**src/abe_pkg.sv**
```systemverilog
// ----------------------------------------------------------------------------
// abe_pkg: shared types and constants of the arithmetic block encoder
// Field widths, register indexes, reset bounds and the cumulative bound lookup.
// ----------------------------------------------------------------------------
package abe_pkg;

  // payload widths
  localparam int SYM_W      = 3;
  localparam int COUNT_W    = 4;
  localparam int BOUND_W    = 16;
  localparam int CUM_W      = BOUND_W + 1;
  localparam int CODE_W     = 32;
  localparam int CFG_IDX_W  = 3;
  localparam int CFG_DATA_W = 16;

  // queue between front and back
  localparam int QUEUE_DEPTH = 2;
  localparam int QPTR_W      = $clog2(QUEUE_DEPTH);
  localparam int QCNT_W      = $clog2(QUEUE_DEPTH + 1);

  // alphabet size limits
  localparam logic [COUNT_W-1:0] ALPHABET_MIN   = 4'd2;
  localparam logic [COUNT_W-1:0] ALPHABET_MAX   = 4'd8;
  localparam logic [COUNT_W-1:0] ALPHABET_RESET = 4'd8;

  // cumulative bound of 1.0
  localparam logic [CUM_W-1:0] BOUND_FULL = 17'h10000;

  // configuration register indexes
  localparam logic [CFG_IDX_W-1:0] REG_SYMBOL_COUNT = 3'd0;
  localparam logic [CFG_IDX_W-1:0] REG_BOUND_ONE    = 3'd1;
  localparam logic [CFG_IDX_W-1:0] REG_BOUND_SEVEN  = 3'd7;

  typedef logic [7:1][BOUND_W-1:0] bound_set_t;
  typedef logic [CUM_W-1:0]        cum_t;

  localparam bound_set_t BOUND_RESET = {
    16'd57344, 16'd49152, 16'd40960, 16'd32768, 16'd24576, 16'd16384, 16'd8192
  };

  // one classified symbol: its two cumulative bounds and the range error
  typedef struct packed {
    cum_t lo_bound;
    cum_t hi_bound;
    logic bad;
  } abe_op_t;

  // a queue slot offered from one side to the other
  typedef struct packed {
    logic    valid;
    abe_op_t op;
  } abe_push_t;

  // cumulative bound before symbol k for an alphabet of cnt symbols
  function automatic cum_t cum_bound(input logic [COUNT_W-1:0] k,
                                     input logic [COUNT_W-1:0] cnt,
                                     input bound_set_t bounds);
    cum_t res;
    res = '0;
    if (k == '0) begin
      res = '0;
    end else if (k >= cnt) begin
      res = BOUND_FULL;
    end else begin
      res = {1'b0, bounds[k[2:0]]};
    end
    return res;
  endfunction

endpackage

```
**src/abe_queue.sv**
```systemverilog
// ----------------------------------------------------------------------------
// abe_queue: short queue between front and back
// Two-entry first-in first-out store of classified symbols.
// ----------------------------------------------------------------------------
module abe_queue (
  input  logic               clk,
  input  logic               rst_n,
  input  abe_pkg::abe_push_t push,
  input  logic               pop,
  output logic               full,
  output abe_pkg::abe_push_t head
);

  abe_pkg::abe_op_t            slot_r [abe_pkg::QUEUE_DEPTH];
  logic [abe_pkg::QPTR_W-1:0]  wr_ptr_r;
  logic [abe_pkg::QPTR_W-1:0]  rd_ptr_r;
  logic [abe_pkg::QCNT_W-1:0]  count_r;
  logic [abe_pkg::QCNT_W-1:0]  count_nxt;
  logic                        do_pop;

  assign full   = (count_r == abe_pkg::QCNT_W'(abe_pkg::QUEUE_DEPTH));
  assign do_pop = pop && (count_r != '0);

  // payload slots
  always_ff @(posedge clk) begin
    if (push.valid) begin
      slot_r[wr_ptr_r] <= push.op;
    end
  end

  // pointers and fill count
  always_comb begin
    count_nxt = count_r;
    if (push.valid && !do_pop) count_nxt = count_r + 1'b1;
    if (!push.valid && do_pop) count_nxt = count_r - 1'b1;
  end

  always_ff @(posedge clk) begin
    if (!rst_n) begin
      wr_ptr_r <= '0;
      rd_ptr_r <= '0;
      count_r  <= '0;
    end else begin
      if (push.valid) wr_ptr_r <= wr_ptr_r + 1'b1;
      if (do_pop)     rd_ptr_r <= rd_ptr_r + 1'b1;
      count_r <= count_nxt;
    end
  end

  assign head.valid = (count_r != '0);
  assign head.op    = slot_r[rd_ptr_r];

endmodule

```
**config.mk**
```make
export PLATFORM = sky130hd
export DESIGN_NAME = abe_queue
export DESIGN_NICKNAME = d
export VERILOG_FILES = /design/src/abe_pkg.sv /design/src/abe_queue.sv
export SDC_FILE = /design/constraint.sdc
export NUM_CORES = 1
export LEC_CHECK = 0
export BUFFER_PORTS_ARGS = -buffer_cell sky130_fd_sc_hd__clkbuf_2
export CAP_MARGIN = 20
export CORE_MARGIN = 2
export CORE_UTILIZATION = 55
export CTS_CLUSTER_SIZE = 8
export DETAILED_ROUTE_END_ITERATION = 6
export PLACE_DENSITY = 0.8
export SLEW_MARGIN = 20
export SYNTH_ARGS = -nofsm -noshare
export SYNTH_HDL_FRONTEND = slang
export SYNTH_SLANG_ARGS = --single-unit
```
**constraint.sdc**
```tcl
create_clock -name clk -period 4.1 [get_ports clk]
set_input_delay 0.615 -clock clk [delete_from_list [all_inputs] [get_ports clk]]
set_output_delay 0.615 -clock clk [all_outputs]
set_load 0.03 [all_outputs]
```
==> results.txt <==
Most common cell after layout, fill and taps aside - clkbuf_2
Gr usage total - 16.6%
Buffer count from post-CTS setup fixing - 0
Status - finished clean
Core area - 4750 sq um
N_diodes - 0
Initial antenna violation count - 0
Seq cells post-synth - 75
CTS Buf Count - 9
Port Buffers - 75
Starting Density - 57.7%
Compound-cell area share of the yosys netlist - 1.00%
Req. time, crit path - 3.48 ns
Chip width - 74.6 um
Number of max-cap violations - 0
Fin Setup TNS - 0 ns
Clock Latency Late Sink - 0.33 ns
Commonest non-fill, non-tap cells in the layout - 75 x clkbuf_2, 70 x edfxtp_1, 35 x mux2_2
Crit path capture type - output pin
CTS root buffer - clkbuf_8
Worst-Margin Slew - 1.04 ns
Multi-input logic area - 526 sq um
Final min period - 2.40 ns
Area of the mapped netlist - 2740 sq um
Power per cell area - 619 nW/um^2
Syn avg cell area - 20.8 sq um
Final Cycle Share - 58.6%
Arrival time worst endpoint - 1.79 ns
FF-to-FF setup slack - 2.53 ns
Post-Route WL - 4600 um
R2r worst-path depth - 1
HP Class - input pin to flop
H-tree Lvls - 3
DR pass1 iterations - 4
FF-to-FF End - slot_r[0][21]
Leak Pwr - 0.00131 uW
DP HPWL - 3040 um
Rows - 25
Initial DRC Count - 41
R2r startpoint - wr_ptr_r
# IOs - 76
Max Used Layer - met4
CTS tree - done
Total power - 2120 uW
DR WL met2 - 2600 um
Worst Hold End - slot_r[1][14]
RSZ-0062 raised after global routing - no
Xor and xnor area share after synthesis - 0.958%
Worst slew margin - 30.2%
Area delta synth->final - 24.8%
Clock transition at the registers of the reported paths - 0.07 ns
Met1 Wirelength - 1680 um
DIE AREA - 5570 sq um
Vias per cell - 5.08
CTS Buffer Depth - 2
CTS Sinks - 75
Pin count of the biggest net entering global routing - 37
Wire per inst - 16.1 um
Hold_sp - push[14]
Vias post-DR - 1453
Fillers - 347
# DRC - 0
Vias in the first global route - 1462
Final hold vios - 0
Post-cts resize count - 0
Setup Skew - 0.00556 ns
Max Slew Vio Count - 0
Syn. warnings - 0
WS Path Type - flop to output pin
Simple-gate area share of the yosys netlist - 2.05%
DR WL met3 - 206 um
Cells after synthesis - 132
ANT nets after route - 0
Worst setup SP type - flop
Die Ht - 74.6 um
Share of cells above drive strength 1 - 58.9%
Global-route wire length before repair - 6400 um
Final number of setup-violating endpoints - 0
Gr ovfl total - 0
Sequential area share after synthesis - 80.3%
Synth Area in Adders - 0.456%
Mux share of post-synthesis cell area - 14.4%
Critical path peak fanout - 35
Hold-critical path depth - 1
FMAX - 416 MHz
Post-synth net total - 172
Final nets - 254
Largest family of logic cells by synthesized area - multiplexers
GPL Wtd Cong - 0.679
Peak VDD IR - 0.506 mV
Netlist cell types - 16
CTS Hold Buffers Added - 0
Register area - 2200 sq um
-- routing by layer --
metal  up-vias  global-route usage, %
met5         -                      0
met4         0                   10.7
met3        10                   4.02
met2        45                   31.4
met1       725                   15.7
li1        673                      -
-- cell usage after synthesis --
cell type | count | area [sq um]
a21boi_1 | 1 | 7.51
and2_1 | 2 | 12.5
and2b_2 | 1 | 8.76
buf_2 | 4 | 20.0
dfxtp_1 | 5 | 100
edfxtp_1 | 70 | 2100
ha_1 | 1 | 12.5
inv_1 | 1 | 3.75
mux2_2 | 35 | 394
nor2_1 | 1 | 3.75
nor2b_1 | 3 | 18.8
o21a_1 | 2 | 15.0
o21ai_0 | 1 | 5.00
or2_2 | 1 | 6.26
or3_1 | 1 | 6.26
xnor2_1 | 3 | 26.3
-- metrics by stage --
step	hold WS (ns)	instance area, sq um	instances	worst slack (ns)	utilization (%)
2_1_floorplan	0.474	2740	132	1.50	-
3_3_place_gp	0.484	3190	270	2.08	67.1
3_5_place_dp	0.550	3190	270	2.03	67.1
4_1_cts	0.449	3420	286	1.65	72.0
5_1_grt	0.447	3420	286	1.58	72.0
6_report	0.463	3420	286	1.70	72.0
-- cell type report --
class	instances	share of cell area, %
Multi-Input combinational cell	52	15.4
Clock inverter	6	3.03
Timing Repair Buffer	75	11.0
Clock buffer	10	3.73
Sequential cell	75	64.4
Inverter	1	0.110
Tap cell	67	2.45
-- critical path: stages, from the launching register on --
cell,delay [ns]
dfxtp_2,0.84
mux2_2,0.42
clkbuf_2,0.19
-- sequential cells by signal (all words and copies together) (netlist names), named ones only --
signal and count:
rd_ptr_r 1, count_r 2, wr_ptr_r 1, slot_r 70
-- worst max path at each step --
stage | cells after the start | to | start
after global placement | 2 | head[1] | flop
after CTS | 2 | head[31] | flop
after global routing | 2 | head[33] | flop
final | 2 | head[33] | flop
after floorplan | 2 | slot_r[0][0] | push[35]
after detailed placement | 2 | head[31] | flop
-- kinds of logic (layout without fill, tap and decap cells) --
kind of cell	Yosys count	count (layout)
AND/OR/NAND/NOR	9	9
multiplexers	35	35
XOR/XNOR	3	3
buffers and inverters	5	92
flip-flops	75	75
AO/OA/AOI/OAI	4	4
adder cells (fa/ha/maj)	1	1
-- power breakdown --
group	internal [uW]	total, uW	switching [uW]
registers	895	961	66.3
logic	206	508	302
clock network	400	649	248
(Power assumes the default switching activity.)
