[src/abe_pkg.sv]
// ----------------------------------------------------------------------------
// abe_pkg: shared types and constants of the arithmetic block encoder
// Field widths, register indexes, reset bounds and the cumulative bound lookup.
// ----------------------------------------------------------------------------
package abe_pkg;

  // payload widths
  localparam int SYM_W      = 3;
  localparam int COUNT_W    = 4;
  localparam int BOUND_W    = 16;
  localparam int CUM_W      = BOUND_W + 1;
  localparam int CODE_W     = 32;
  localparam int CFG_IDX_W  = 3;
  localparam int CFG_DATA_W = 16;

  // queue between front and back
  localparam int QUEUE_DEPTH = 2;
  localparam int QPTR_W      = $clog2(QUEUE_DEPTH);
  localparam int QCNT_W      = $clog2(QUEUE_DEPTH + 1);

  // alphabet size limits
  localparam logic [COUNT_W-1:0] ALPHABET_MIN   = 4'd2;
  localparam logic [COUNT_W-1:0] ALPHABET_MAX   = 4'd8;
  localparam logic [COUNT_W-1:0] ALPHABET_RESET = 4'd8;

  // cumulative bound of 1.0
  localparam logic [CUM_W-1:0] BOUND_FULL = 17'h10000;

  // configuration register indexes
  localparam logic [CFG_IDX_W-1:0] REG_SYMBOL_COUNT = 3'd0;
  localparam logic [CFG_IDX_W-1:0] REG_BOUND_ONE    = 3'd1;
  localparam logic [CFG_IDX_W-1:0] REG_BOUND_SEVEN  = 3'd7;

  typedef logic [7:1][BOUND_W-1:0] bound_set_t;
  typedef logic [CUM_W-1:0]        cum_t;

  localparam bound_set_t BOUND_RESET = {
    16'd57344, 16'd49152, 16'd40960, 16'd32768, 16'd24576, 16'd16384, 16'd8192
  };

  // one classified symbol: its two cumulative bounds and the range error
  typedef struct packed {
    cum_t lo_bound;
    cum_t hi_bound;
    logic bad;
  } abe_op_t;

  // a queue slot offered from one side to the other
  typedef struct packed {
    logic    valid;
    abe_op_t op;
  } abe_push_t;

  // cumulative bound before symbol k for an alphabet of cnt symbols
  function automatic cum_t cum_bound(input logic [COUNT_W-1:0] k,
                                     input logic [COUNT_W-1:0] cnt,
                                     input bound_set_t bounds);
    cum_t res;
    res = '0;
    if (k == '0) begin
      res = '0;
    end else if (k >= cnt) begin
      res = BOUND_FULL;
    end else begin
      res = {1'b0, bounds[k[2:0]]};
    end
    return res;
  endfunction

endpackage

[src/abe_if.sv]


// codeword channel
interface abe_code_if;
  logic                      valid;
  logic                      ready;
  logic [abe_pkg::CODE_W-1:0] codeword;
  logic                      bad_symbol;

  modport source (output valid, output codeword, output bad_symbol, input ready);
  modport sink   (input valid, input codeword, input bad_symbol, output ready);
endinterface


[src/abe_back.sv]
// ----------------------------------------------------------------------------
// abe_back: interval narrowing and codeword output
// Narrows interval one symbol a cycle on pop; forms the midpoint codeword.
// ----------------------------------------------------------------------------
module abe_back #(
  parameter int MESSAGE_LENGTH = 8,
  parameter int CODE_BITS      = 32,
  parameter int FRACTION_BITS  = 48
) (
  input  logic               clk,
  input  logic               rst_n,
  input  abe_pkg::abe_push_t head,
  output logic               pop,
  abe_code_if.source         out_if
);

  localparam int IW     = FRACTION_BITS + 1;
  localparam int PW     = IW + abe_pkg::CUM_W;
  localparam int CNT_W  = $clog2(MESSAGE_LENGTH + 1);
  localparam int WIDE_W = IW + 48;
  localparam int SHR    = (CODE_BITS <= FRACTION_BITS) ? FRACTION_BITS - CODE_BITS : 0;
  localparam int SHL    = (CODE_BITS > FRACTION_BITS) ? CODE_BITS - FRACTION_BITS : 0;
  localparam logic [IW-1:0]     ONE      = IW'(1) << FRACTION_BITS;
  localparam logic [CNT_W-1:0]  LAST_CNT = CNT_W'(MESSAGE_LENGTH - 1);
  localparam logic [WIDE_W-1:0] CODE_MASK = (WIDE_W'(1) << CODE_BITS) - WIDE_W'(1);

  // interval state
  logic [IW-1:0]    start_r, start_nxt;
  logic [IW-1:0]    end_r, end_nxt;
  logic [CNT_W-1:0] cnt_r;
  logic             err_r;

  // finished message waiting for the codeword stage
  logic             done_valid_r;
  logic [IW-1:0]    done_start_r;
  logic [IW-1:0]    done_end_r;
  logic             done_bad_r;

  // result register
  logic                        out_valid_r;
  logic [abe_pkg::CODE_W-1:0]  out_code_r;
  logic                        out_bad_r;

  logic          is_last;
  logic          out_free;
  logic          done_move;
  logic          done_free;
  logic          err_acc;
  logic [IW-1:0] width;
  logic [PW-1:0] prod_lo;
  logic [PW-1:0] prod_hi;
  logic [IW-1:0] mid;
  logic [WIDE_W-1:0] code_wide;

  // flow control through the two output stages
  assign out_free  = !out_valid_r || out_if.ready;
  assign done_move = done_valid_r && out_free;
  assign done_free = !done_valid_r || done_move;
  assign is_last   = (cnt_r == LAST_CNT);
  assign pop       = head.valid && (!is_last || done_free);
  assign err_acc   = err_r || head.op.bad;

  // narrowed interval
  always_comb begin
    width     = end_r - start_r;
    prod_lo   = PW'(width) * PW'(head.op.lo_bound);
    prod_hi   = PW'(width) * PW'(head.op.hi_bound);
    start_nxt = start_r + IW'(prod_lo >> abe_pkg::BOUND_W);
    end_nxt   = start_r + IW'(prod_hi >> abe_pkg::BOUND_W);
    if (end_nxt < start_nxt) end_nxt = start_nxt;
  end

  always_ff @(posedge clk) begin
    if (!rst_n) begin
      start_r <= '0;
      end_r   <= ONE;
      cnt_r   <= '0;
      err_r   <= 1'b0;
    end else if (pop) begin
      if (is_last) begin
        start_r <= '0;
        end_r   <= ONE;
        cnt_r   <= '0;
        err_r   <= 1'b0;
      end else begin
        start_r <= start_nxt;
        end_r   <= end_nxt;
        cnt_r   <= cnt_r + 1'b1;
        err_r   <= err_acc;
      end
    end
  end

  // finished interval stage
  always_ff @(posedge clk) begin
    if (!rst_n) begin
      done_valid_r <= 1'b0;
    end else if (pop && is_last) begin
      done_valid_r <= 1'b1;
    end else if (done_move) begin
      done_valid_r <= 1'b0;
    end
  end

  always_ff @(posedge clk) begin
    if (pop && is_last) begin
      done_start_r <= start_nxt;
      done_end_r   <= end_nxt;
      done_bad_r   <= err_acc;
    end
  end

  // midpoint and leading code bits
  always_comb begin
    mid       = done_start_r + ((done_end_r - done_start_r) >> 1);
    code_wide = ((WIDE_W'(mid) >> SHR) << SHL) & CODE_MASK;
  end

  always_ff @(posedge clk) begin
    if (!rst_n) begin
      out_valid_r <= 1'b0;
    end else if (out_free) begin
      out_valid_r <= done_valid_r;
    end
  end

  always_ff @(posedge clk) begin
    if (done_move) begin
      out_code_r <= code_wide[abe_pkg::CODE_W-1:0];
      out_bad_r  <= done_bad_r;
    end
  end

  assign out_if.valid      = out_valid_r;
  assign out_if.codeword   = out_code_r;
  assign out_if.bad_symbol = out_bad_r;

  // interval stays ordered and within one
  a_interval_order: assert property (@(posedge clk) disable iff (!rst_n)
    (start_r <= end_r) && (end_r <= ONE))
    else $error("interval out of order");

  // last symbol of a message fills the finished stage and restarts the count
  a_last_fills_done: assert property (@(posedge clk) disable iff (!rst_n)
    (pop && is_last) |=> (done_valid_r && (cnt_r == '0) && !err_r))
    else $error("message end not captured");

  // a blocked finished interval is never overwritten
  a_done_held: assert property (@(posedge clk) disable iff (!rst_n)
    (done_valid_r && !out_free) |=> (done_valid_r && $stable(done_start_r)
                                     && $stable(done_end_r)))
    else $error("finished interval lost");

  // symbol count never passes the message length
  a_count_range: assert property (@(posedge clk) disable iff (!rst_n)
    cnt_r <= LAST_CNT)
    else $error("symbol count out of range");

endmodule

[src/flat_wrapper.sv]
// flat-port wrapper written by rule: the top's interface ports become plain ports
module abe_back_flat 
#(
  parameter int MESSAGE_LENGTH = 8,
  parameter int CODE_BITS      = 32,
  parameter int FRACTION_BITS  = 48
)
  (clk, rst_n, head, pop, out_if_valid, out_if_codeword, out_if_bad_symbol, out_if_ready);
  abe_code_if out_if_i ();
  input  logic clk;
  input  logic rst_n;
  input  abe_pkg::abe_push_t head;
  output logic pop;
  output wire logic [$bits(out_if_i.valid)-1:0] out_if_valid;
  output wire logic [$bits(out_if_i.codeword)-1:0] out_if_codeword;
  output wire logic [$bits(out_if_i.bad_symbol)-1:0] out_if_bad_symbol;
  input wire logic [$bits(out_if_i.ready)-1:0] out_if_ready;
  assign out_if_valid = out_if_i.valid;
  assign out_if_codeword = out_if_i.codeword;
  assign out_if_bad_symbol = out_if_i.bad_symbol;
  assign out_if_i.ready = out_if_ready;
  abe_back #(.MESSAGE_LENGTH(MESSAGE_LENGTH), .CODE_BITS(CODE_BITS), .FRACTION_BITS(FRACTION_BITS)) u_core (.clk(clk), .rst_n(rst_n), .head(head), .pop(pop), .out_if(out_if_i));
endmodule
[config.mk]
export PLATFORM = sky130hd
export DESIGN_NAME = abe_back_flat
export DESIGN_NICKNAME = d
export VERILOG_FILES = /design/src/abe_pkg.sv /design/src/abe_if.sv /design/src/abe_back.sv /design/src/flat_wrapper.sv
export SDC_FILE = /design/constraint.sdc
export NUM_CORES = 2
export LEC_CHECK = 0
export BUFFER_PORTS_ARGS = -buffer_cell sky130_fd_sc_hd__buf_2
export CAP_MARGIN = 20
export CELL_PAD_IN_SITES_DETAIL_PLACEMENT = 2
export CELL_PAD_IN_SITES_GLOBAL_PLACEMENT = 2
export CORE_MARGIN = 5
export CORE_UTILIZATION = 38
export CTS_CLUSTER_SIZE = 40
export DETAILED_ROUTE_END_ITERATION = 12
export GPL_ROUTABILITY_DRIVEN = 0
export GPL_TIMING_DRIVEN = 0
export HOLD_SLACK_MARGIN = 0.12
export PLACE_DENSITY_LB_ADDON = 0.1
export SYNTH_ARGS = -nofsm -noshare
export SYNTH_HDL_FRONTEND = slang
export SYNTH_SLANG_ARGS = --single-unit
export TNS_END_PERCENT = 10
[constraint.sdc]
create_clock -name clk -period 12.9 [get_ports clk]
set_input_delay 0.645 -clock clk [delete_from_list [all_inputs] [get_ports clk]]
set_output_delay 0.645 -clock clk [all_outputs]
set_load 0.05 [all_outputs]
==> results.ini <==
[synthesis]
synth_flop_cell = edfxtp_1
synth_cells = 8689
synth-edff-count = 132
synth_nets = 10701
syn-cell-area_um2 = 74400
yosysUniqueCellTypes = 86
syn_area_per_cell_um2 = 8.56
synthArstFlopShare_pct = 0
seq_area_frac_synth_pct = 8.16
synth_top_area_share_pct = 37.8
synth.largest_area_cell = fa_1
synth_seq_cells = 237
ys_warn_count = 0
synth.area.top_cells = fa_1 (38%), ha_1 (9.5%), inv_1 (9.0%), nand2_1 (6.4%), edfxtp_1 (5.3%)

[detailed_routing]
route.vias.total = 64239
routed_via_density = 5.50
drtAntennaViolNets = 0
drt_wl_total_um = 335000
firstDrtPassIters = 5
drtIter0Drc = 3881
wl_per_cell_um = 28.7
drcViolationCount = 0

[die]
dieArea_um2 = 205000
pin_count = 74
initial_utilization_pct = 38.2
core-area_um2 = 195000
die_w_um = 452
std_cell_rows = 162
fp.dieH_um = 452

[worst_setup_path]
crit_required_ns = 13.33
cp_common_cell = inv_2
critPathLaunch = u_core.end_r[0]
r2r_start = u_core.end_r[0]
worstPathMaxFanout = 10
end_kind = flop
path_class = reg2reg
cp_slowest_cell = fa_2
slowest_delay_ns = 0.55
cp.arrival_ns = 14.59
start_kind = flop

[outcome]
status = finished, violations left
violations = setup timing

[finish]
design_area_um2 = 86100
finalNonFillerCells = 11672
mostFrequentLayoutCell = inv_1
area_growth_pct = 15.7
drive_gt1_share_pct = 12.7
finalNetCount = 11034
final_cell_mix = inv_1 (1,767), fa_1 (1,379), nand2_1 (1,252)

[sta]
setup_ws_ns = -1.27
finClkSkew_ns = 0.0399
fin_crit_sh_pct = 110
max_freq_mhz = 70.6
hold_viol_final = 0
fin_crit_ns = 14.17
fin_tns_setup_ns = -109.93
worst_pin_slew_ns = 1.29
maxSlewHeadroom_pct = 14.2
final_max_slew_viol_count = 0
grt_setup_unrepaired = true
setup_viol = 98

[place]
dp_cells = 11424
port_buffers = 53
post_dp_cell_area_um2 = 78600
hpwl_um = 279000
preCtsSetupSlack_ns = -6.18

[grt]
grt-ovfl-total = 0
grt_max_degree = 39
track_usage_pct = 32.0
first_global_vias = 73158
grt_pass1_wl_um = 485000
antenna_found_initial = 27

[clocking]
numClockSinks = 237
clkTransAtPathRegs_ns = 0.08
cts_inserted_buffers = 22
clockRootBuffer = clkbuf_16
insertion_delay_ns = 0.56
cts_tree = done
clockBufferDepth = 3
cts_hold_buffers = 0
h-tree-depth = 1

[min_path]
min_path_type = in2reg
hold_start = head[0]

[flow_run]
maxCapViolations = 0

path summary, 6_finish.rpt:
check,slack (ns),endpoint,cells past startpoint
setup reg to reg,-1.27,u_core.end_r[14],59
hold reg to reg,0.44,u_core.out_if.bad_symbol,0
hold / removal,0.37,u_core.done_bad_r,2
setup / recovery,-1.27,u_core.end_r[14],59
flip-flops by register name, summed over array words and instances, names as in the netlist:
signal / cells
u_core.done_valid_r: 1
u_core.done_end_r: 49
u_core.out_if.bad_symbol: 1
u_core.done_bad_r: 1
u_core.start_r: 49
u_core.done_start_r: 49
u_core.err_r: 1
u_core.end_r: 49
u_core.cnt_r: 4
u_core.out_if.codeword: 32
u_core.out_if.valid: 1
cell families after synthesis:
kind of cell | synth area share, %
AOI/OAI and AO/OA | 10.8
xor gates and xnor gates | 3.44
adders and majority gates | 47.4
buffers and inverters | 11.5
DFF | 8.16
muxes | 1.72
and+or+nand+nor | 17.1
synth_stat cells, types with 52 or more instances:
| cell | n |
|---|---|
| a21o_1 | 169 |
| a21oi_1 | 314 |
| a22oi_1 | 72 |
| a31oi_1 | 69 |
| and2_1 | 542 |
| clkbuf_1 | 454 |
| dfxtp_1 | 105 |
| edfxtp_1 | 132 |
| fa_1 | 1406 |
| ha_1 | 567 |
| inv_1 | 1785 |
| mux2_2 | 100 |
| nand2_1 | 1262 |
| nand2b_1 | 133 |
| nand3_1 | 52 |
| nand4_1 | 104 |
| nor2_1 | 174 |
| nor2b_1 | 186 |
| nor3_1 | 55 |
| o21a_1 | 60 |
| o21ai_0 | 169 |
| xnor2_1 | 189 |
| xor2_1 | 98 |
metal layers:
| layer | part of all wire (%) | track usage (%) |
|---|---|---|
| met5 | 0.0042 | 0 |
| met4 | 7.0 | 17.9 |
| met1 | 41 | 41.2 |
| met3 | 5.7 | 3.99 |
| met2 | 46 | 52.4 |
through the flow:
step                utilization (%)  hold WS (ns)
finish                         44.2         0.373
global route                   44.2         0.356
CTS                            43.3         0.345
detailed placement             40.4         0.424
global placement               40.0         0.403
floorplan                         -         0.400
area by class of cell:
class,instances,area [um^2]
well taps,2624,3280
repair buffers,332,2930
multi-input cells,6189,63800
clock inverters,16,180
flip-flops and latches,237,6110
clock buffers,24,558
plain buffers,453,2460
inverters,1787,6710
fillers,21110,109000
diodes,10,25.0
worst max-delay path, delay by kind of cell, from the launching register on:
family          cells  cell delay, ns
compound gates     25            5.34
fa+ha+maj          11            4.41
mux                 1            0.39
flops               1            0.35
simple gates       10            1.79
buf+inv            10            1.04
xor+xnor            2            0.65
repair_timing:
item | in CTS | in global routing
gates cloned | 2 | 1
endpoints found under the setup margin | 170 | 98
buffers inserted | 134 | 79
gates resized for setup | 816 | 283
pin swaps | 207 | 222
Power is not shown: default switching activity piles up to over one toggle a cycle in this logic, so the estimate is an artifact.
