===== src/abe_pkg.sv =====
// ----------------------------------------------------------------------------
// abe_pkg: shared types and constants of the arithmetic block encoder
// Field widths, register indexes, reset bounds and the cumulative bound lookup.
// ----------------------------------------------------------------------------
package abe_pkg;

  // payload widths
  localparam int SYM_W      = 3;
  localparam int COUNT_W    = 4;
  localparam int BOUND_W    = 16;
  localparam int CUM_W      = BOUND_W + 1;
  localparam int CODE_W     = 32;
  localparam int CFG_IDX_W  = 3;
  localparam int CFG_DATA_W = 16;

  // queue between front and back
  localparam int QUEUE_DEPTH = 2;
  localparam int QPTR_W      = $clog2(QUEUE_DEPTH);
  localparam int QCNT_W      = $clog2(QUEUE_DEPTH + 1);

  // alphabet size limits
  localparam logic [COUNT_W-1:0] ALPHABET_MIN   = 4'd2;
  localparam logic [COUNT_W-1:0] ALPHABET_MAX   = 4'd8;
  localparam logic [COUNT_W-1:0] ALPHABET_RESET = 4'd8;

  // cumulative bound of 1.0
  localparam logic [CUM_W-1:0] BOUND_FULL = 17'h10000;

  // configuration register indexes
  localparam logic [CFG_IDX_W-1:0] REG_SYMBOL_COUNT = 3'd0;
  localparam logic [CFG_IDX_W-1:0] REG_BOUND_ONE    = 3'd1;
  localparam logic [CFG_IDX_W-1:0] REG_BOUND_SEVEN  = 3'd7;

  typedef logic [7:1][BOUND_W-1:0] bound_set_t;
  typedef logic [CUM_W-1:0]        cum_t;

  localparam bound_set_t BOUND_RESET = {
    16'd57344, 16'd49152, 16'd40960, 16'd32768, 16'd24576, 16'd16384, 16'd8192
  };

  // one classified symbol: its two cumulative bounds and the range error
  typedef struct packed {
    cum_t lo_bound;
    cum_t hi_bound;
    logic bad;
  } abe_op_t;

  // a queue slot offered from one side to the other
  typedef struct packed {
    logic    valid;
    abe_op_t op;
  } abe_push_t;

  // cumulative bound before symbol k for an alphabet of cnt symbols
  function automatic cum_t cum_bound(input logic [COUNT_W-1:0] k,
                                     input logic [COUNT_W-1:0] cnt,
                                     input bound_set_t bounds);
    cum_t res;
    res = '0;
    if (k == '0) begin
      res = '0;
    end else if (k >= cnt) begin
      res = BOUND_FULL;
    end else begin
      res = {1'b0, bounds[k[2:0]]};
    end
    return res;
  endfunction

endpackage


===== src/abe_if.sv =====
// ----------------------------------------------------------------------------
// abe_if: channel interfaces of the arithmetic block encoder
// Symbol input, codeword result and configuration write channels.
// ----------------------------------------------------------------------------

// symbol channel
interface abe_sym_if;
  logic                     valid;
  logic                     ready;
  logic [abe_pkg::SYM_W-1:0] symbol_index;

  modport source (output valid, output symbol_index, input ready);
  modport sink   (input valid, input symbol_index, output ready);
endinterface


// configuration write channel
interface abe_cfg_if;
  logic                          valid;
  logic                          ready;
  logic [abe_pkg::CFG_IDX_W-1:0]  index;
  logic [abe_pkg::CFG_DATA_W-1:0] data;

  modport source (output valid, output index, output data, input ready);
  modport sink   (input valid, input index, input data, output ready);
endinterface


===== src/abe_front.sv =====
// ----------------------------------------------------------------------------
// abe_front: configuration registers and symbol classification
// Clamps each symbol to the alphabet and looks up its two cumulative bounds.
// ----------------------------------------------------------------------------
module abe_front (
  input  logic               clk,
  input  logic               rst_n,
  abe_sym_if.sink            in_if,
  abe_cfg_if.sink            cfg_if,
  input  logic               q_full,
  output abe_pkg::abe_push_t push
);

  logic [abe_pkg::COUNT_W-1:0] symbol_count_r;
  abe_pkg::bound_set_t         bounds_r;

  logic [abe_pkg::COUNT_W-1:0] count_eff;
  logic [abe_pkg::COUNT_W-1:0] sym_ext;
  logic [abe_pkg::COUNT_W-1:0] sym_clamped;
  logic                        sym_bad;

  // configuration writes, always taken
  assign cfg_if.ready = 1'b1;

  always_ff @(posedge clk) begin
    if (!rst_n) begin
      symbol_count_r <= abe_pkg::ALPHABET_RESET;
      bounds_r       <= abe_pkg::BOUND_RESET;
    end else if (cfg_if.valid) begin
      unique case (cfg_if.index) inside
        abe_pkg::REG_SYMBOL_COUNT: begin
          symbol_count_r <= cfg_if.data[abe_pkg::COUNT_W-1:0];
        end
        [abe_pkg::REG_BOUND_ONE:abe_pkg::REG_BOUND_SEVEN]: begin
          bounds_r[cfg_if.index] <= cfg_if.data;
        end
        default: begin
          symbol_count_r <= symbol_count_r;
        end
      endcase
    end
  end

  // effective alphabet size and symbol clamp
  always_comb begin
    count_eff = symbol_count_r;
    if (symbol_count_r < abe_pkg::ALPHABET_MIN) count_eff = abe_pkg::ALPHABET_MIN;
    if (symbol_count_r > abe_pkg::ALPHABET_MAX) count_eff = abe_pkg::ALPHABET_MAX;
    sym_ext     = abe_pkg::COUNT_W'(in_if.symbol_index);
    sym_clamped = sym_ext;
    sym_bad     = 1'b0;
    if (sym_ext >= count_eff) begin
      sym_clamped = count_eff - 4'd1;
      sym_bad     = 1'b1;
    end
  end

  // classified item into the queue
  assign in_if.ready      = !q_full;
  assign push.valid       = in_if.valid && !q_full;
  assign push.op.lo_bound = abe_pkg::cum_bound(sym_clamped, count_eff, bounds_r);
  assign push.op.hi_bound = abe_pkg::cum_bound(sym_clamped + 4'd1, count_eff, bounds_r);
  assign push.op.bad      = sym_bad;

endmodule


===== src/flat_wrapper.sv =====
// flat-port wrapper written by rule: the top's interface ports become plain ports
module abe_front_flat 
  (clk, rst_n, q_full, push, in_if_valid, in_if_symbol_index, in_if_ready, cfg_if_valid, cfg_if_index, cfg_if_data, cfg_if_ready);
  abe_sym_if in_if_i ();
  abe_cfg_if cfg_if_i ();
  input  logic clk;
  input  logic rst_n;
  input  logic q_full;
  output abe_pkg::abe_push_t push;
  input wire logic [$bits(in_if_i.valid)-1:0] in_if_valid;
  input wire logic [$bits(in_if_i.symbol_index)-1:0] in_if_symbol_index;
  output wire logic [$bits(in_if_i.ready)-1:0] in_if_ready;
  input wire logic [$bits(cfg_if_i.valid)-1:0] cfg_if_valid;
  input wire logic [$bits(cfg_if_i.index)-1:0] cfg_if_index;
  input wire logic [$bits(cfg_if_i.data)-1:0] cfg_if_data;
  output wire logic [$bits(cfg_if_i.ready)-1:0] cfg_if_ready;
  assign in_if_i.valid = in_if_valid;
  assign in_if_i.symbol_index = in_if_symbol_index;
  assign in_if_ready = in_if_i.ready;
  assign cfg_if_i.valid = cfg_if_valid;
  assign cfg_if_i.index = cfg_if_index;
  assign cfg_if_i.data = cfg_if_data;
  assign cfg_if_ready = cfg_if_i.ready;
  abe_front u_core (.clk(clk), .rst_n(rst_n), .in_if(in_if_i), .cfg_if(cfg_if_i), .q_full(q_full), .push(push));
endmodule

===== config.mk =====
export PLATFORM = sky130hd
export DESIGN_NAME = abe_front_flat
export DESIGN_NICKNAME = d
export VERILOG_FILES = /design/src/abe_pkg.sv /design/src/abe_if.sv /design/src/abe_front.sv /design/src/flat_wrapper.sv
export SDC_FILE = /design/constraint.sdc
export NUM_CORES = 1
export LEC_CHECK = 0
export BUFFER_PORTS_ARGS = -buffer_cell sky130_fd_sc_hd__buf_2
export CAP_MARGIN = 40
export CORE_MARGIN = 10
export CORE_UTILIZATION = 35
export CTS_CLUSTER_DIAMETER = 50
export DETAILED_ROUTE_END_ITERATION = 10
export SLEW_MARGIN = 25
export SYNTH_ARGS = -nofsm -noshare
export SYNTH_HDL_FRONTEND = slang
export SYNTH_SLANG_ARGS = --single-unit
export TNS_END_PERCENT = 50

===== constraint.sdc =====
create_clock -name clk -period 11.9 [get_ports clk]
set_input_delay 1.19 -clock clk [delete_from_list [all_inputs] [get_ports clk]]
set_output_delay 1.19 -clock clk [all_outputs]
set_load 0.02 [all_outputs]

==> results of run 1 <==
==> per-stage QoR <==
step | instance area [µm²] | setup slack [ns] | std cells | utilization [%]
after floorplan | 6680 | 5.32 | 822 | -
after global placement | 7110 | 3.57 | 1069 | 37.9
after detailed placement | 7240 | 4.05 | 1079 | 38.6
after CTS | 7870 | 4.03 | 1111 | 41.9
after global routing | 7900 | 3.49 | 1113 | 42.1
final | 7900 | 4.04 | 1113 | 42.1
==> report_power, final <==
| part | total, mW | internal [mW] | switching (mW) |
|---|---|---|---|
| Combinational | 0.186 | 0.0646 | 0.122 |
| Clock | 0.546 | 0.364 | 0.182 |
| Sequential | 0.405 | 0.398 | 0.00693 |
==> routing by layer <==
metal	track usage [%]	wire length, µm
met5	0	17
met2	30.0	11000
met4	6.62	536
met1	24.3	10200
met3	3.53	1310
==> flip-flops by register name, indices dropped and copies added (netlist names) <==
register	cells
u_core.symbol_count_r	4
u_core.bounds_r	112
==> cells by family after synthesis <==
kind of cell / count (synthesis) / synth area share (%)
adders and majority gates: 15 / 2.81
other: 2 / 0.112
buffers and inverters: 74 / 5.22
and+or+nand+nor: 373 / 23.1
xor gates and xnor gates: 2 / 0.262
DFF: 116 / 34.7
AOI/OAI and AO/OA: 174 / 20.4
muxes: 66 / 13.3
==> cells in the final DEF, fill, tap and decap left out, types with 6 or more instances in the layout <==
| master | instances |
|---|---|
| mux2i_1 | 20 |
| clkinv_2 | 8 |
| dfxtp_1 | 116 |
| ha_1 | 15 |
| mux4_2 | 15 |
| buf_4 | 14 |
| nand2_1 | 266 |
| buf_2 | 64 |
| nor3_1 | 33 |
| nand3_1 | 24 |
| a21oi_1 | 6 |
| a21boi_0 | 101 |
| nand2b_1 | 8 |
| clkbuf_16 | 17 |
| a32o_1 | 16 |
| inv_1 | 7 |
| nor2_1 | 24 |
| a221oi_1 | 31 |
| nor2b_1 | 7 |
| mux2_2 | 30 |
==> cell type report <==
class / count / area, µm² / share of cell area (%)
Sequential cell: 116 / 2320 / 29.4
Timing Repair Buffer: 88 / 578 / 7.32
Clock inverter: 11 / 155 / 1.96
Tap cell: 234 / 293 / 3.71
Clock buffer: 21 / 470 / 5.96
Multi-Input combinational cell: 632 / 4040 / 51.1
Inverter: 11 / 42.5 / 0.538
==> tightest hold or removal path, stage by stage, from the launching register on <==
cell      delay, ns
dfxtp_1        0.31
nand2_1        0.05
a21boi_0       0.06
==> worst max path at each step <==
stage | start | endpoint | slack [ns] | depth (start not counted)
after floorplan | in_if_symbol_index[0] | push[10] | 5.32 | 23
after CTS | in_if_symbol_index[0] | push[15] | 4.03 | 23
after global routing | u_core.symbol_count_r[2]$_SDFFE_PN0P_ | push[13] | 3.49 | 22
after global placement | in_if_symbol_index[0] | push[7] | 3.57 | 21
after detailed placement | in_if_symbol_index[0] | push[15] | 4.05 | 23
final | in_if_symbol_index[0] | push[15] | 4.04 | 23
==> out/summary.txt, run 1 <==
status - complete, no violations
Worst Hold Depth - 2
die width - 158 µm
Pre-Repair DR Iteration Count - 5
area leader, netlist - dfxtp_1
crit path buf inv count - 9
maximum VDD drop - 0.0903 mV
worst-skew pair later-pin latency - 0.42 ns
synth top area cells - dfxtp_1, nand2_1, a21boi_0, mux2_2, mux4_2
Req. time, crit path - 10.71 ns
RSZ-0062 raised after global routing - no
EDFF count, synth - 0
Area Growth Syn to Fin - 18.2%
most frequent cell after synthesis - nand2_1
Synth cell types - 49
worst hold path type - flip-flop to flip-flop
Tot GR Track Use - 18.6%
Layout Nets - 908
Max Cap Viol - 0
vias in the first global route - 5976
Post-DRT Antenna Nets - 0
# diodes - 0
max-slew violation count - 0
Tot Pwr - 1.14 mW
synth cell count leaders - nand2_1, dfxtp_1, a21boi_0, clkbuf_1, nor3_1
worst-path maximum fanout - 53
mean cell area of the mapped netlist - 8.13 µm²
CTS Buf Count - 17
layout filler cell count - 1893
# clock sinks - 116
critical path cell sequence - buf_2, inv_1, ha_1, nand2b_1, a211o_1, a21oi_1, a21o_2, buf_4, clkinv_2, buf_12, ha_1, nor4_1, nor3_2, buf_4, inv_2, ha_1, o21ai_0, nand2b_1, a21oi_1, o211ai_2, buf_6, nor3_1, buf_2
RR Startpoint - u_core.symbol_count_r[3]$_SDFFE_PN1P_
fraction of registers with async set/reset - 0%
global-route wire length before repair - 35500 µm
IO Port Bufs - 63
Highest Clock Rate - 127 MHz
DR DRC count - 0
antenna violations before repair - 1
final hold violation count - 0
Slew @ Worst Pin - 0.850 ns
total overflow reported by the global router - 0
cts repair resizes - 0
Hold Path Sink - u_core.bounds_r[35]$_SDFFE_PN0P_
H-tree depth - 4
Synth Register Bits - 116
Reg2Reg Depth - 2
crit path DAT - 6.67 ns
P_leak - 3.00 nW
final setup vio count - 0
Root Buffer - clkbuf_16
Via Count - 6166
layout cells sized above 1 - 20.5%
FP Rows - 50
Main synth FF type - dfxtp_1
Critical-path top delay cell - buf_4
die area - 25000 µm²
hold slack final - 0.476 ns
# IOs - 65
delay of the slowest critical-path stage - 0.58 ns
setup_tns - 0 ns
HP Start - u_core.bounds_r[35]$_SDFFE_PN0P_
# hold bufs at CTS - 0
largest net degree at the start of global routing - 65
Core Footprint - 18800 µm²
min Tclk post-route - 7.86 ns
Synth top area share - 34.7%
1st-iter DRT viols - 562
worst rel slew slack - 43.2%
CP endpoint kind - output port
CP dominant cell by count - ha_1
Seq/Total Area, Yosys - 34.7%
Crit Path Category - input port to output port
pwr dens - 144 nW/µm²
detailed placement HPWL - 15400 µm
Final period util - 66.1%
clock buffer depth - 2
Initial Util - 35.6%
Worst setup SP type - input port
final estimated routing congestion in global placement - 0.857
CP delay by family, top - buffers and inverters
Ys Warns - 0
post-CTS setup buffer count - 0
Synthesized Nets - 864
Post-Route WL - 23100 µm
Worst-path clk slew - 0.05 ns
Clock Skew - 0 ns
Post-Synthesis Cells - 822
R2R Setup Slk - 11.16 ns
wire length per cell - 20.7 µm
Die H - 158 µm
CTS tree - built
Vias/cell - 5.54
reg-to-reg endpoint - u_core.symbol_count_r[3]$_SDFFE_PN1P_
Synth Cell Area - 6680 µm²
Note: power is estimated with default switching activity, not from simulation.
==> run 2: changes to the inputs <==
- clock period: 11.9 -> 7.2 ns (I/O delays scaled with it)
==> out/summary.txt, run 2 (synthesized netlist as in run 1, its figures left out) <==
FF+latch area - 2320 µm² (unchanged)
path length in cells of the critical path - 24 (+4.3%)
largest net degree at the start of global routing - 74 (+14%)
Tot GR Track Use - 18.2% (-0.42 points)
Reg with most FFs - u_core.bounds_r
final setup vio count - 0 (unchanged)
Worst-path clk slew - 0.06 ns (about the same)
# clock sinks - 116 (unchanged)
Highest Clock Rate - 155 MHz
Crit Path Category - flip-flop to output port
IO Port Bufs - 63 (unchanged)
Req. time, crit path - 6.48 ns (-4.23 ns)
worst rel slew slack - 42.7% (-0.55 points)
most frequent cells in the layout - nand2_1, dfxtp_1, a21boi_0, buf_2, nor3_1
min Tclk post-route - 6.46 ns
Max Cap Viol - 0 (unchanged)
cts repair resizes - 0 (unchanged)
CP delay by family, top - buffers and inverters
layout filler cell count - 1826 (-3.5%)
Root Buffer - clkbuf_16
setup_tns - 0 ns (unchanged)
post-CTS setup buffer count - 0 (unchanged)
Initial Util - 35.6% (unchanged)
Worst setup SP type - flip-flop
maximum VDD drop - 0.137 mV (+52%)
Core Footprint - 18800 µm² (unchanged)
Top Registers - u_core.bounds_r: 112 flops, u_core.symbol_count_r: 4 flops
Layout Nets - 906 (-0.22%)
detailed placement HPWL - 14600 µm (-5.5%)
final estimated routing congestion in global placement - 0.849 (-0.96%)
Post-DRT Antenna Nets - 0 (unchanged)
CTS Buf Count - 17 (unchanged)
# diodes - 0 (unchanged)
Critical-path top delay cell - a211o_1
P_leak - 2.98 nW (-0.50%)
DR DRC count - 0 (unchanged)
Via Count - 6291 (+2.0%)
Post-Route WL - 22900 µm (-0.75%)
Finished Core Util - 42.0% (-0.073 points)
antenna violations before repair - 0 (-1)
Area Growth Syn to Fin - 18.0%
Reg2Reg Depth - 2 (unchanged)
crit path DAT - 5.74 ns (-0.93 ns)
worst-skew pair later-pin latency - 0.42 ns (about the same)
# IOs - 65 (unchanged)
multi-input logic area - 4030 µm² (-0.15%)
worst hold path type - flip-flop to flip-flop
1st-iter DRT viols - 622 (+11%)
global-route wire length before repair - 35400 µm (-0.46%)
CP endpoint kind - output port
status - complete, no violations
leading cell type in the layout, fill and taps excluded - nand2_1
die width - 158 µm (unchanged)
Die H - 158 µm (unchanged)
wire length per cell - 20.6 µm (-0.57%)
Clock Skew - 0 ns (unchanged)
RSZ-0062 raised after global routing - no
CTS tree - built
H-tree depth - 4 (unchanged)
delay of the slowest critical-path stage - 0.36 ns (-0.22 ns)
clock buffer depth - 2 (unchanged)
hold slack final - 0.475 ns (-0.00121 ns)
Pre-Repair DR Iteration Count - 5 (unchanged)
FP Rows - 50 (unchanged)
final hold violation count - 0 (unchanged)
# hold bufs at CTS - 0 (unchanged)
critical path cell sequence - inv_1, o211ai_1, inv_1, ha_1, nand2b_1, a211o_1, nand2_2, nand2_1, o21ai_2, buf_4, ha_1, inv_1, nor4_1, nor3_2, buf_4, inv_2, ha_1, o21ai_0, nand2b_1, a21oi_1, o211ai_2, buf_6, nor3_1, buf_2
crit path buf inv count - 8 (-1)
layout cells sized above 1 - 20.2% (-0.30 points)
Slew @ Worst Pin - 0.858 ns (+0.00821 ns)
vias in the first global route - 6025 (+0.82%)
max reg flops - 112 (unchanged)
worst-path maximum fanout - 21 (-60%)
max-slew violation count - 0 (unchanged)
Vias/cell - 5.66 (+2.2%)
pwr dens - 244 nW/µm² (+70%)
Final period util - 89.8%
Worst Hold Depth - 2 (unchanged)
die area - 25000 µm² (unchanged)
total overflow reported by the global router - 0 (unchanged)
[run 2: cell types whose count changed in the layout (fill, tap and decap cells not counted), sizes merged]
cell / before / now
clkinvlp: 0 / 1
clkbuf: 21 / 23
buf: 88 / 86
bufinv: 4 / 5
clkinv: 8 / 4
[run 2: metrics by stage]
step,total power [mW],cell area (µm²),setup slack [ns],cells
finish,1.93,7890,0.738,1111
global route,1.99,7890,0.342,1111
CTS,1.93,7860,0.718,1109
detailed placement,0.985,7200,1.11,1077
global placement,0.982,7120,1.28,1071
floorplan,0.878,6680,1.56,822
[run 2: cell type report]
class                      count  share of cell area (%)
clock buffer                  23                    6.19
clock inverter                 9                    2.19
inverter                      11                   0.539
multi-input combinational    632                    51.1
sequential                   116                    29.4
tap                          234                    3.71
timing repair buffer          86                    6.79
[run 2: final timing paths]
kind | start | end | slack (ns)
min | u_core.bounds_r[43]$_SDFFE_PN0P_ | u_core.bounds_r[43]$_SDFFE_PN0P_ | 0.48
min reg2reg | u_core.bounds_r[43]$_SDFFE_PN0P_ | u_core.bounds_r[43]$_SDFFE_PN0P_ | 0.48
max | u_core.symbol_count_r[3]$_SDFFE_PN1P_ | push[14] | 0.74
max reg2reg | u_core.bounds_r[0]$_SDFFE_PN0P_ | u_core.bounds_r[0]$_SDFFE_PN0P_ | 6.48
[run 2: worst register-to-register path: cells and delay by family, from the launching register on]
family / cells / cell delay (ns)
DFF: 1 / 0.36
AOI/OAI and AO/OA: 1 / 0.22
and+or+nand+nor: 1 / 0.06
[run 2: report_power, final]
group / internal (mW) / total [mW] / leakage, nW / switching [mW]
sequential: 0.657 / 0.668 / 0.940 / 0.0111
clock: 0.649 / 0.949 / 0.323 / 0.300
combinational: 0.106 / 0.309 / 1.72 / 0.203
total: 1.41 / 1.93 / 2.98 / 0.514
[run 2: metal layers]
metal | routed length, µm | global-route usage, % | vias to the layer above | part of all wire (%)
li1 | - | - | 2966 | -
met1 | 10000 | 23.7 | 2980 | 44
met2 | 10600 | 28.4 | 289 | 46
met3 | 1600 | 3.91 | 56 | 7.0
met4 | 705 | 7.72 | 0 | 3.1
met5 | 0 | 0 | - | 0
